`config.mk`:
```
export PLATFORM = sky130hd
export DESIGN_NAME = bfa_apb
export DESIGN_NICKNAME = d
export VERILOG_FILES = /design/src/rtl/core/bfa_pkg.sv /design/src/rtl/core/bfa_apb.sv
export SDC_FILE = /design/constraint.sdc
export NUM_CORES = 1
export LEC_CHECK = 0
export ABC_CLOCK_PERIOD_IN_PS = 1550
export BUFFER_PORTS_ARGS = -buffer_cell sky130_fd_sc_hd__clkbuf_2
export CELL_PAD_IN_SITES_DETAIL_PLACEMENT = 0
export CELL_PAD_IN_SITES_GLOBAL_PLACEMENT = 2
export CORE_ASPECT_RATIO = 1.2
export CORE_UTILIZATION = 19
export DETAILED_ROUTE_END_ITERATION = 6
export PLACE_DENSITY = 0.83
export SLEW_MARGIN = 20
export SYNTH_ARGS = -nofsm -noshare
export SYNTH_HDL_FRONTEND = slang
export SYNTH_SLANG_ARGS = --single-unit
```
`constraint.sdc`:
```
create_clock -name clk -period 1.55 [get_ports clk]
set_input_delay 0.31 -clock clk [delete_from_list [all_inputs] [get_ports clk]]
set_output_delay 0.31 -clock clk [all_outputs]
set_load 0.005 [all_outputs]
```
`src/rtl/core/bfa_pkg.sv`:
```
`timescale 1ns / 1ps

package bfa_pkg;

    // Default geometry. WORD_BITS must be a power of two (frame -> word is a shift).
    localparam int NUM_FRAMES = 65536;
    localparam int WORD_BITS  = 32;

    localparam int FRAME_SHIFT = 12;
    localparam int REQ_W       = 2;
    localparam int ADDR_W      = 32;
    localparam int STATUS_W    = 2;
    localparam int COUNT_W     = 17;
    localparam int PADDR_W     = 3;
    localparam int PDATA_W     = 32;
    localparam int FRAME_W     = ADDR_W - FRAME_SHIFT;

    localparam logic [COUNT_W-1:0] LIMIT_RESET = 17'h10000;
    localparam logic [COUNT_W-1:0] USED_RESET  = 17'h10000;

    localparam logic [PADDR_W-3:0] REG_FRAME_LIMIT = 1'b0;

    localparam logic [REQ_W-1:0] REQ_ALLOC = 2'd0;
    localparam logic [REQ_W-1:0] REQ_FREE  = 2'd1;
    localparam logic [REQ_W-1:0] REQ_MARK  = 2'd2;

    localparam logic [STATUS_W-1:0] ST_OK          = 2'd0;
    localparam logic [STATUS_W-1:0] ST_RANGE       = 2'd1;
    localparam logic [STATUS_W-1:0] ST_DOUBLE_FREE = 2'd2;
    localparam logic [STATUS_W-1:0] ST_NO_FREE     = 2'd3;

    typedef struct packed {
        logic               wr;
        logic [COUNT_W-1:0] wr_limit;
        logic [COUNT_W-1:0] limit;
    } cfg_t;

endpackage

```
`src/rtl/core/bfa_apb.sv`:
```
`timescale 1ns / 1ps

module bfa_apb (
    input  logic                          clk,
    input  logic                          rst_n,
    input  logic                          psel,
    input  logic                          penable,
    input  logic                          pwrite,
    input  logic [bfa_pkg::PADDR_W-1:0]   paddr,
    input  logic [bfa_pkg::PDATA_W-1:0]   pwdata,
    output logic [bfa_pkg::PDATA_W-1:0]   prdata,
    output logic                          pready,
    output bfa_pkg::cfg_t                 cfg
);

    logic [bfa_pkg::COUNT_W-1:0]   limit_reg;
    logic [bfa_pkg::PADDR_W-3:0]   reg_idx;
    logic                          wr_hit;

    assign reg_idx = paddr[bfa_pkg::PADDR_W-1:2];
    assign pready  = 1'b1;
    assign wr_hit  = psel && penable && pwrite && pready
                     && (reg_idx == bfa_pkg::REG_FRAME_LIMIT);

    always_ff @(posedge clk or negedge rst_n)
    begin
        if (!rst_n)
        begin
            limit_reg <= bfa_pkg::LIMIT_RESET;
        end
        else if (wr_hit)
        begin
            limit_reg <= pwdata[bfa_pkg::COUNT_W-1:0];
        end
    end

    assign prdata = (reg_idx == bfa_pkg::REG_FRAME_LIMIT)
                    ? bfa_pkg::PDATA_W'(limit_reg) : '0;

    assign cfg.wr       = wr_hit;
    assign cfg.wr_limit = pwdata[bfa_pkg::COUNT_W-1:0];
    assign cfg.limit    = limit_reg;

endmodule

```
# After elaboration in Yosys (flattened, before gate mapping)
# Index checks and enable logic that the tools add are counted.
# classes
add_sub_neg	0
mul	0
div_mod_pow	0
order_cmp	0
eq_ne	0
n_shift	0
n_mux	1
n_bitwise	1
reduce_logical	3
# ops
op	n
17-bit two-way mux	1
1-bit logical AND	3
1-bit inverter	1
# word_totals
regBits	17
latch_bits	0
mem_bits_rw	0
romBits	0
out_inout_bits	68
elab_cells	6
n_memories	0

# Depth between registers and ports, before layout
# Gate-level depths: netlist of run 1.
# depth
depth_word	3
depth_mapped	4
mapped_depth_nobuf	2

# Worst setup path after synthesis of run 1
# No wires, ideal clock.
# synth_timing
kind	input to output
start	in paddr[2] (netlist bit)
end	out cfg[34] (netlist bit)
t_arrival_ps	868
t_required_ps	1240
path_slack_ps	372
cell_stages	4
n_path_buf	2
cell_sequence	nand4b_4 -> buf_6 -> inv_1 -> buf_4
# synth_via
elab_chain_cells	2
# synth_rtl
element	line	source
from (decl)	bfa_apb.sv:9	input logic [bfa_pkg::PADDR_W-1:0] paddr,
1-bit inverter	-	
1-bit logical AND	bfa_apb.sv:23	&& (reg_idx == bfa_pkg::REG_FRAME_LIMIT);
to (decl)	bfa_apb.sv:13	output bfa_pkg::cfg_t cfg
# Every way passes these cells.

==> out/qor.yml, run 1 <==
setup_path:
  critPathMaxFanout: 13
  ff2ff_setup_slack_ns: 0.77
  crit_path_start_kind: "primary input"
  worst-setup-path-type: "in2out"
  r2r_cells: 1
  r2r_end: "limit_reg[9]$_DFFE_PN0P_"
  critPathTopFamily: "buffers and inverters"
  crit_chain: "clkbuf_2 -> nand4b_4 -> buf_12 -> inv_1 -> clkbuf_2"
  crit_path_max_incr_delay_ns: 0.26
  required_ns: 1.24
  cpMostUsedCell: "clkbuf_2"
  r2r-start: "limit_reg[9]$_DFFE_PN0P_"
  cp.buffers_inverters: 4
  crit_slowest_cell: "nand4b_4"
  critPathArrivalTime_ns: 1.03
  worstSetupEndpointType: "output port"
logic_synthesis:
  ys_warn_count: 0
  synth.most_common_cell: "buf_4"
  async_flop_share_pct: 100
  netlist_top_cells_count: "34 x buf_4, 16 x dfrtp_1, 10 x nor2b_1"
  synth.area.top_cells: "dfrtp_1 37%, buf_4 24%, mux2_4 13%"
  ys_types: 12
  synth_seq_cells: 17
  synth_sequential_area_ratio_pct: 39.8
  syn_inst: 91
  syn_area_per_cell_sq_um: 11.8
  synth_edf_count: 0
  yosysTopAreaCell: "dfrtp_1"
  synth_top_area_share_pct: 37.3
  syn-cell-area_sq_um: 1070
  ys.flop_type: "dfrtp_1"
layout:
  n_fill_cell: 586
  multi_input_area_sq_um: 424
  area_growth_syn_to_layout_pct: 28.2
  drive_gt1_share_pct: 65.8
  seqCellArea_sq_um: 427
  fin_area_sq_um: 1380
  nets: 190
  diodes: 0
  post-route-util_pct: 25.6
  largest_register_ff_count: 17
floorplanning:
  fp.coreArea_sq_um: 5370
  die_x_um: 70.6
  die_area_sq_um: 5950
  io_pins: 108
  initial_core_util_pct: 20.0
  row_count: 29
  die_y_um: 84.3
placed_design:
  place.gp.congestion: 0.609
  dpl_cell_area_sq_um: 1330
  hpwl_um: 1660
  port_buffers: 74
  pre_cts_slack_ns: 0.192
route:
  first_pass_iters: 6
  via_per_inst: 3.49
  vias: 737
  drcViolationCount: 18
  wire_per_inst_um: 10.2
  ant_nets: 0
  routed_wl_um: 2150
  drtIter0Drc: 23
clocking:
  post-cts-setup-buffer-count: 0
  clock_latency_ns: 0.25
  h-tree-depth: 1
  cts_hold_buf: 0
  ctsResizeCount: 0
  cts_root_buffer: "clkbuf_8"
  cts_buffer_depth: 2
  cts_buffers: 3
  path_clk_slew_ns: 0.07
  cts_tree: "done"
  cts.sinks: 17
timing:
  setup_viol: 0
  hold_viol: 16
  post-route-min-period_ns: 1.34
  drv_slew: 0
  skew_ns: 0
  rsz0062_at_grt: "false"
  finalCritPeriodShare_pct: 86.7
  tns_ns: 0
  holdWs_ns: -0.0116
  max_freq_ghz: 0.744
  fin_ws_ns: 0.207
worst_hold_path:
  hp-class: "in2async"
pwr:
  leakagePower_nw: 0.813
  vdd_ir_drop_max_mv: 0.225
  power_per_cell_area_nw_per_um2: 1010
outcome:
  violations: "design-rule violations, negative hold slack"
  outcome: "finished with violations"
job:
  max_cap_violations: 0
grt:
  grt_overflow: 0
  grt_pass1_vias: 635
  track_usage_pct: 7.01
  grt_pass1_wl_um: 3120
  grt_max_degree: 18
  antenna_found_initial: 0
[routing by layer]
metal | vias up | global-route usage, % | wire [um]
li1 | 358 | - | -
met1 | 322 | 8.45 | 902
met2 | 55 | 11.7 | 1020
met3 | 2 | 1.32 | 207
met4 | 0 | 3.82 | 19
met5 | - | 0 | 0
[report_power, final]
part	switching, mW	total (mW)	leakage (nW)	internal (mW)
Sequential	0.0676	0.614	0.203	0.546
Clock	0.155	0.337	0.0228	0.182
Combinational	0.165	0.442	0.587	0.276
Total	0.388	1.39	0.813	1.00
[per-stage QoR]
stage | hold WS, ns | std cells | power [mW]
detailed placement | 0.277 | 207 | 1.07
CTS | 0.00101 | 211 | 1.42
floorplan | 0.0144 | 105 | 0.883
global route | 0.0253 | 211 | 1.49
global placement | 0.277 | 207 | 1.07
finish | -0.0116 | 211 | 1.39
[worst max-delay path by stage]
stage	to	slack, ns	cells past startpoint	from
2_1_floorplan	cfg[34]	0.37	4	paddr[2]
3_3_place_gp	cfg[34]	0.20	5	paddr[2]
3_5_place_dp	cfg[34]	0.19	5	paddr[2]
4_1_cts	cfg[34]	0.19	5	paddr[2]
5_1_grt	cfg[34]	0.15	5	paddr[2]
6_report	cfg[34]	0.21	5	paddr[2]
[kinds of logic (layout without fill, tap and decap cells)]
| logic type | count (synthesis) | after routing | share of synthesized area [%] |
|---|---|---|---|
| buf+inv | 37 | 81 | 25.6 |
| flops | 17 | 17 | 39.8 |
| mux | 17 | 17 | 21.0 |
| other cells | 2 | 16 | 0.700 |
| simple gates | 18 | 18 | 13.0 |
[layout by cell type, fill, tap and decap left out]
cell      instances
nand4b_4          1
buf_12            1
dfstp_2           1
clkbuf_2         74
and2b_1           7
clkbuf_8          3
inv_1             1
buf_4             1
mux2_2            8
dfrtp_1          16
clkbuf_1          1
mux2_4            9
conb_1           16
nor2b_1          10
[layout make-up]
cell class,count,area share [%]
Sequential cell,17,31.0
Multi-Input combinational cell,51,30.8
Timing Repair Buffer,76,28.9
Tap cell,62,5.64
Clock buffer,4,3.28
Inverter,1,0.273
Power figures use the tool's default switching activity.
==> inputs of run 2 (changes only) <==
REMOVE_ABC_BUFFERS = 1   (was default)
==> out/qor.yml, run 2 (synthesis results as in run 1) <==
layout:
  drive_gt1_share_pct: 66.0  # was 65.8%
  diodes: 0  # unchanged
  seqCellArea_sq_um: 427  # unchanged
  final_cell_mix: "74 x clkbuf_2, 16 x conb_1, 16 x dfrtp_1, 10 x nor2b_1, 9 x mux2_4"  # unchanged
  post-route-util_pct: 25.8  # was 25.6%
  largest_register_ff_count: 17  # unchanged
  layout_commonest_cell: "clkbuf_2"  # unchanged
  nets: 191  # was 190
  layoutNonFillerInstCount: 212  # was 211
  n_fill_cell: 578  # was 586
  area_growth_syn_to_layout_pct: 29.3  # was 28.2%
  fin_area_sq_um: 1390  # was 1380 sq um
  multi_input_area_sq_um: 424  # unchanged
clocking:
  cts_hold_buf: 1  # was 0
  cts_buffers: 3  # unchanged
  post-cts-setup-buffer-count: 0  # unchanged
  path_clk_slew_ns: 0.07  # about the same
  cts_buffer_depth: 2  # unchanged
  cts.sinks: 17  # unchanged
  clock_latency_ns: 0.25  # about the same
  h-tree-depth: 1  # unchanged
  ctsResizeCount: 0  # unchanged
  cts_tree: "done"  # unchanged
  cts_root_buffer: "clkbuf_8"  # unchanged
route:
  wire_per_inst_um: 10.9  # was 10.2 um
  via_per_inst: 3.57  # was 3.49
  first_pass_iters: 7  # was 6
  ant_nets: 0  # unchanged
  drtIter0Drc: 47  # was 23
  routed_wl_um: 2320  # was 2150 um
  drcViolationCount: 20  # was 18
  vias: 757  # was 737
setup_path:
  critPathMaxFanout: 3  # was 13
  worst-setup-path-type: "reg2out"  # was in2out
  required_ns: 1.24  # about the same
  crit_slowest_cell: "dfstp_2"  # was nand4b_4
  crit_path_start_kind: "flop"  # was primary input
  worstSetupEndpointType: "output port"  # unchanged
  critPathArrivalTime_ns: 1.00  # was 1.03 ns
  crit_path_max_incr_delay_ns: 0.53  # was 0.26 ns
  r2r_cells: 1  # unchanged
  crit_chain: "and2b_1 -> clkbuf_2"  # was clkbuf_2 -> nand4b_4 -> buf_12 -> inv_1 -> clkbuf_2
timing:
  fin_ws_ns: 0.239  # was 0.207 ns
  holdWs_ns: 0.303  # was -0.0116 ns
  hold_viol: 0  # was 16
  drv_slew: 0  # unchanged
  setup_viol: 0  # unchanged
  tns_ns: 0  # unchanged
  rsz0062_at_grt: "false"  # unchanged
  skew_ns: 0  # unchanged
  max_freq_ghz: 0.763  # was 0.744 GHz
  finalCritPeriodShare_pct: 84.6  # was 86.7%
  post-route-min-period_ns: 1.31  # was 1.34 ns
floorplanning:
  die_y_um: 84.3  # unchanged
  row_count: 29  # unchanged
  initial_core_util_pct: 20.0  # unchanged
  die_x_um: 70.6  # unchanged
  die_area_sq_um: 5950  # unchanged
  io_pins: 108  # unchanged
  fp.coreArea_sq_um: 5370  # unchanged
pwr:
  leakagePower_nw: 0.820  # was 0.813 nW
  vdd_ir_drop_max_mv: 0.438  # was 0.225 mV
  power_per_cell_area_nw_per_um2: 1010  # about the same
  total_power_mw: 1.40  # was 1.39 mW
grt:
  grt_pass1_wl_um: 3450  # was 3120 um
  grt_pass1_vias: 664  # was 635
  grt_max_degree: 18  # unchanged
  antenna_found_initial: 0  # unchanged
  grt_overflow: 0  # unchanged
  track_usage_pct: 7.58  # was 7.01%
placed_design:
  pre_cts_slack_ns: 0.181  # was 0.192 ns
  dpl_cell_area_sq_um: 1330  # unchanged
  place_inst: 207  # unchanged
  port_buffers: 74  # unchanged
  place.gp.congestion: 0.642  # was 0.609
outcome:
  outcome: "finished with violations"  # unchanged
  violations: "design-rule violations"  # was design-rule violations, negative hold slack
job:
  max_cap_violations: 0  # unchanged
worst_hold_path:
  hp-class: "in2reg"  # was in2async
  min_delay_path_depth: 2
run 2: report_power, final:
part           internal (mW)  switching (mW)
Clock                  0.178           0.151
Sequential             0.547          0.0747
Combinational          0.278           0.169
run 2: path summary, 6_finish.rpt:
kind                                                 from                         to  slack [ns]
worst max-delay path            limit_reg[16]$_DFFE_PN1P_                 prdata[16]        0.24
worst min-delay path                            pwdata[1]   limit_reg[1]$_DFFE_PN0P_        0.30
worst max register to register  limit_reg[15]$_DFFE_PN0P_  limit_reg[15]$_DFFE_PN0P_        0.77
worst min register to register  limit_reg[12]$_DFFE_PN0P_  limit_reg[12]$_DFFE_PN0P_        0.53
max in group asynchronous                           rst_n  limit_reg[16]$_DFFE_PN1P_        0.68
min in group asynchronous                           rst_n  limit_reg[11]$_DFFE_PN0P_        0.54
run 2: area by class of cell:
type | count | share of cell area, %
inverter | 1 | 0.271
multi-input combinational | 51 | 30.6
sequential | 17 | 30.8
tap | 62 | 5.60
clock inverter | 1 | 0.361
timing repair buffer | 77 | 29.4
clock buffer | 3 | 2.98
run 2: worst max-delay path, delay by kind of cell, from the launching register on:
kind | cells | cell delay (ns)
buffers and inverters | 1 | 0.11
DFF | 1 | 0.53
and+or+nand+nor | 1 | 0.11
run 2: routing by layer:
metal	vias up	wire length, um	track usage (%)
met3	0	237	2.64
met5	-	0	0
li1	356	-	-
met4	0	0	0
met1	333	966	9.10
met2	68	1110	13.9
==> inputs of run 3 (changes only) <==
ABC_CLOCK_PERIOD_IN_PS = 1350   (was 1550)
CORE_UTILIZATION = 18   (was 19)
PLACE_DENSITY = 0.8   (was 0.83)
clock period = 1.35 ns   (was 1.55 ns; I/O delays follow)
==> out/qor.yml, run 3 (synthesis results as in run 1) <==
setup_path:
  ff2ff_setup_slack_ns: 0.56  # was 0.77 ns
  worst-setup-path-type: "reg2out"  # unchanged
  required_ns: 1.08  # was 1.24 ns
  r2r-start: "limit_reg[14]$_DFFE_PN0P_"  # was limit_reg[15]$_DFFE_PN0P_
  r2r_end: "limit_reg[14]$_DFFE_PN0P_"  # was limit_reg[15]$_DFFE_PN0P_
  critPathMaxFanout: 3  # unchanged
  crit_slowest_cell: "dfstp_2"  # unchanged
  crit_path_max_incr_delay_ns: 0.53  # about the same
  worstSetupEndpointType: "output port"  # unchanged
  critPathArrivalTime_ns: 1.00  # about the same
  crit_chain: "and2b_1 -> clkbuf_2"  # unchanged
  crit_path_start_kind: "flop"  # unchanged
  r2r_cells: 1  # unchanged
layout:
  nets: 192  # was 191
  seqCellArea_sq_um: 427  # unchanged
  diodes: 0  # unchanged
  final_cell_mix: "74 x clkbuf_2, 16 x conb_1, 16 x dfrtp_1, 10 x nor2b_1, 9 x mux2_4"  # unchanged
  area_growth_syn_to_layout_pct: 32.0  # was 29.3%
  layout_commonest_cell: "clkbuf_2"  # unchanged
  multi_input_area_sq_um: 424  # unchanged
  layoutNonFillerInstCount: 231  # was 212
  drive_gt1_share_pct: 65.6  # was 66.0%
  fin_area_sq_um: 1420  # was 1390 sq um
  largest_register_ff_count: 17  # unchanged
  n_fill_cell: 638  # was 578
  post-route-util_pct: 24.8  # was 25.8%
outcome:
  outcome: "complete, no violations"  # was finished with violations
floorplanning:
  initial_core_util_pct: 18.8  # was 20.0%
  row_count: 30  # was 29
  die_y_um: 86.6  # was 84.3 um
  fp.coreArea_sq_um: 5710  # was 5370 sq um
  io_pins: 108  # unchanged
  die_area_sq_um: 6270  # was 5950 sq um
  die_x_um: 72.5  # was 70.6 um
worst_hold_path:
  whs_endpoint: "limit_reg[12]$_DFFE_PN0P_"  # was limit_reg[1]$_DFFE_PN0P_
  min_delay_path_depth: 2  # unchanged
  hp-class: "in2reg"  # unchanged
  min_from: "pwdata[12]"  # was pwdata[1]
route:
  first_pass_iters: 2  # was 7
  wire_per_inst_um: 10.1  # was 10.9 um
  vias: 783  # was 757
  drcViolationCount: 0  # was 20
  ant_nets: 0  # unchanged
  routed_wl_um: 2330  # was 2320 um
  via_per_inst: 3.39  # was 3.57
  drtIter0Drc: 8  # was 47
timing:
  setup_viol: 0  # unchanged
  fin_ws_ns: 0.0763  # was 0.239 ns
  drv_slew: 0  # unchanged
  finalCritPeriodShare_pct: 94.3
  rsz0062_at_grt: "false"  # unchanged
  post-route-min-period_ns: 1.27
  holdWs_ns: 0.265  # was 0.303 ns
  hold_viol: 0  # unchanged
  max_freq_ghz: 0.785
  tns_ns: 0  # unchanged
  skew_ns: 0  # unchanged
grt:
  grt_overflow: 0  # unchanged
  grt_max_degree: 19  # was 18
  track_usage_pct: 6.92  # was 7.58%
  antenna_found_initial: 0  # unchanged
  grt_pass1_vias: 619  # was 664
  grt_pass1_wl_um: 3190  # was 3450 um
placed_design:
  port_buffers: 74  # unchanged
  place.gp.congestion: 0.624  # was 0.642
  hpwl_um: 1910
  dpl_cell_area_sq_um: 1360  # was 1330 sq um
  pre_cts_slack_ns: 0.172  # was 0.181 ns
  place_inst: 226  # was 207
clocking:
  clock_latency_ns: 0.25  # about the same
  cts_root_buffer: "clkbuf_8"  # unchanged
  ctsResizeCount: 0  # unchanged
  path_clk_slew_ns: 0.07  # about the same
  post-cts-setup-buffer-count: 0  # unchanged
  cts_buffer_depth: 2  # unchanged
  h-tree-depth: 1  # unchanged
  cts_tree: "done"  # unchanged
  cts_hold_buf: 1  # unchanged
  cts_buffers: 3  # unchanged
  cts.sinks: 17  # unchanged
pwr:
  leakagePower_nw: 0.822  # was 0.820 nW
  total_power_mw: 1.61  # was 1.40 mW
  vdd_ir_drop_max_mv: 0.347  # was 0.438 mV
  power_per_cell_area_nw_per_um2: 1140  # was 1010 nW/um^2
job:
  max_cap_violations: 0  # unchanged
-- run 3: cell type report --
class                           count  share of cell area, %
Sequential cell                    17                   30.2
Multi-Input combinational cell     51                   30.0
Timing Repair Buffer               78                   29.4
Tap cell                           80                   7.07
Clock buffer                        4                   3.18
Inverter                            1                  0.265
-- run 3: how the worst max path moves through the flow --
stage	from	endpoint	cells past startpoint
finish	limit_reg[16]$_DFFE_PN1P_	prdata[16]	2
CTS	limit_reg[16]$_DFFE_PN1P_	prdata[16]	2
detailed placement	paddr[2]	limit_reg[12]$_DFFE_PN0P_	4
global placement	paddr[2]	limit_reg[13]$_DFFE_PN0P_	4
floorplan	paddr[2]	limit_reg[10]$_DFFE_PN0P_	2
global route	limit_reg[16]$_DFFE_PN1P_	prdata[16]	2
-- run 3: routing by layer --
| metal | vias to the layer above | part of all wire [%] | global-route usage [%] |
|---|---|---|---|
| met1 | 356 | 44 | 9.15 |
| met5 | - | 0 | 0 |
| met3 | 0 | 8.7 | 1.51 |
| met2 | 64 | 47 | 11.5 |
| li1 | 363 | - | - |
| met4 | 0 | 0 | 1.60 |
-- run 3: power by group --
part	internal [mW]	leakage (nW)	switching (mW)
Clock	0.209	0.0228	0.167
Sequential	0.628	0.203	0.0920
Combinational	0.321	0.596	0.190
Total	1.16	0.822	0.449
-- run 3: critical path, delay by kind of cell, from the launching register on --
| kind | cells | cell delay (ns) |
|---|---|---|
| and+or+nand+nor | 1 | 0.11 |
| DFF | 1 | 0.53 |
| buffers and inverters | 1 | 0.11 |
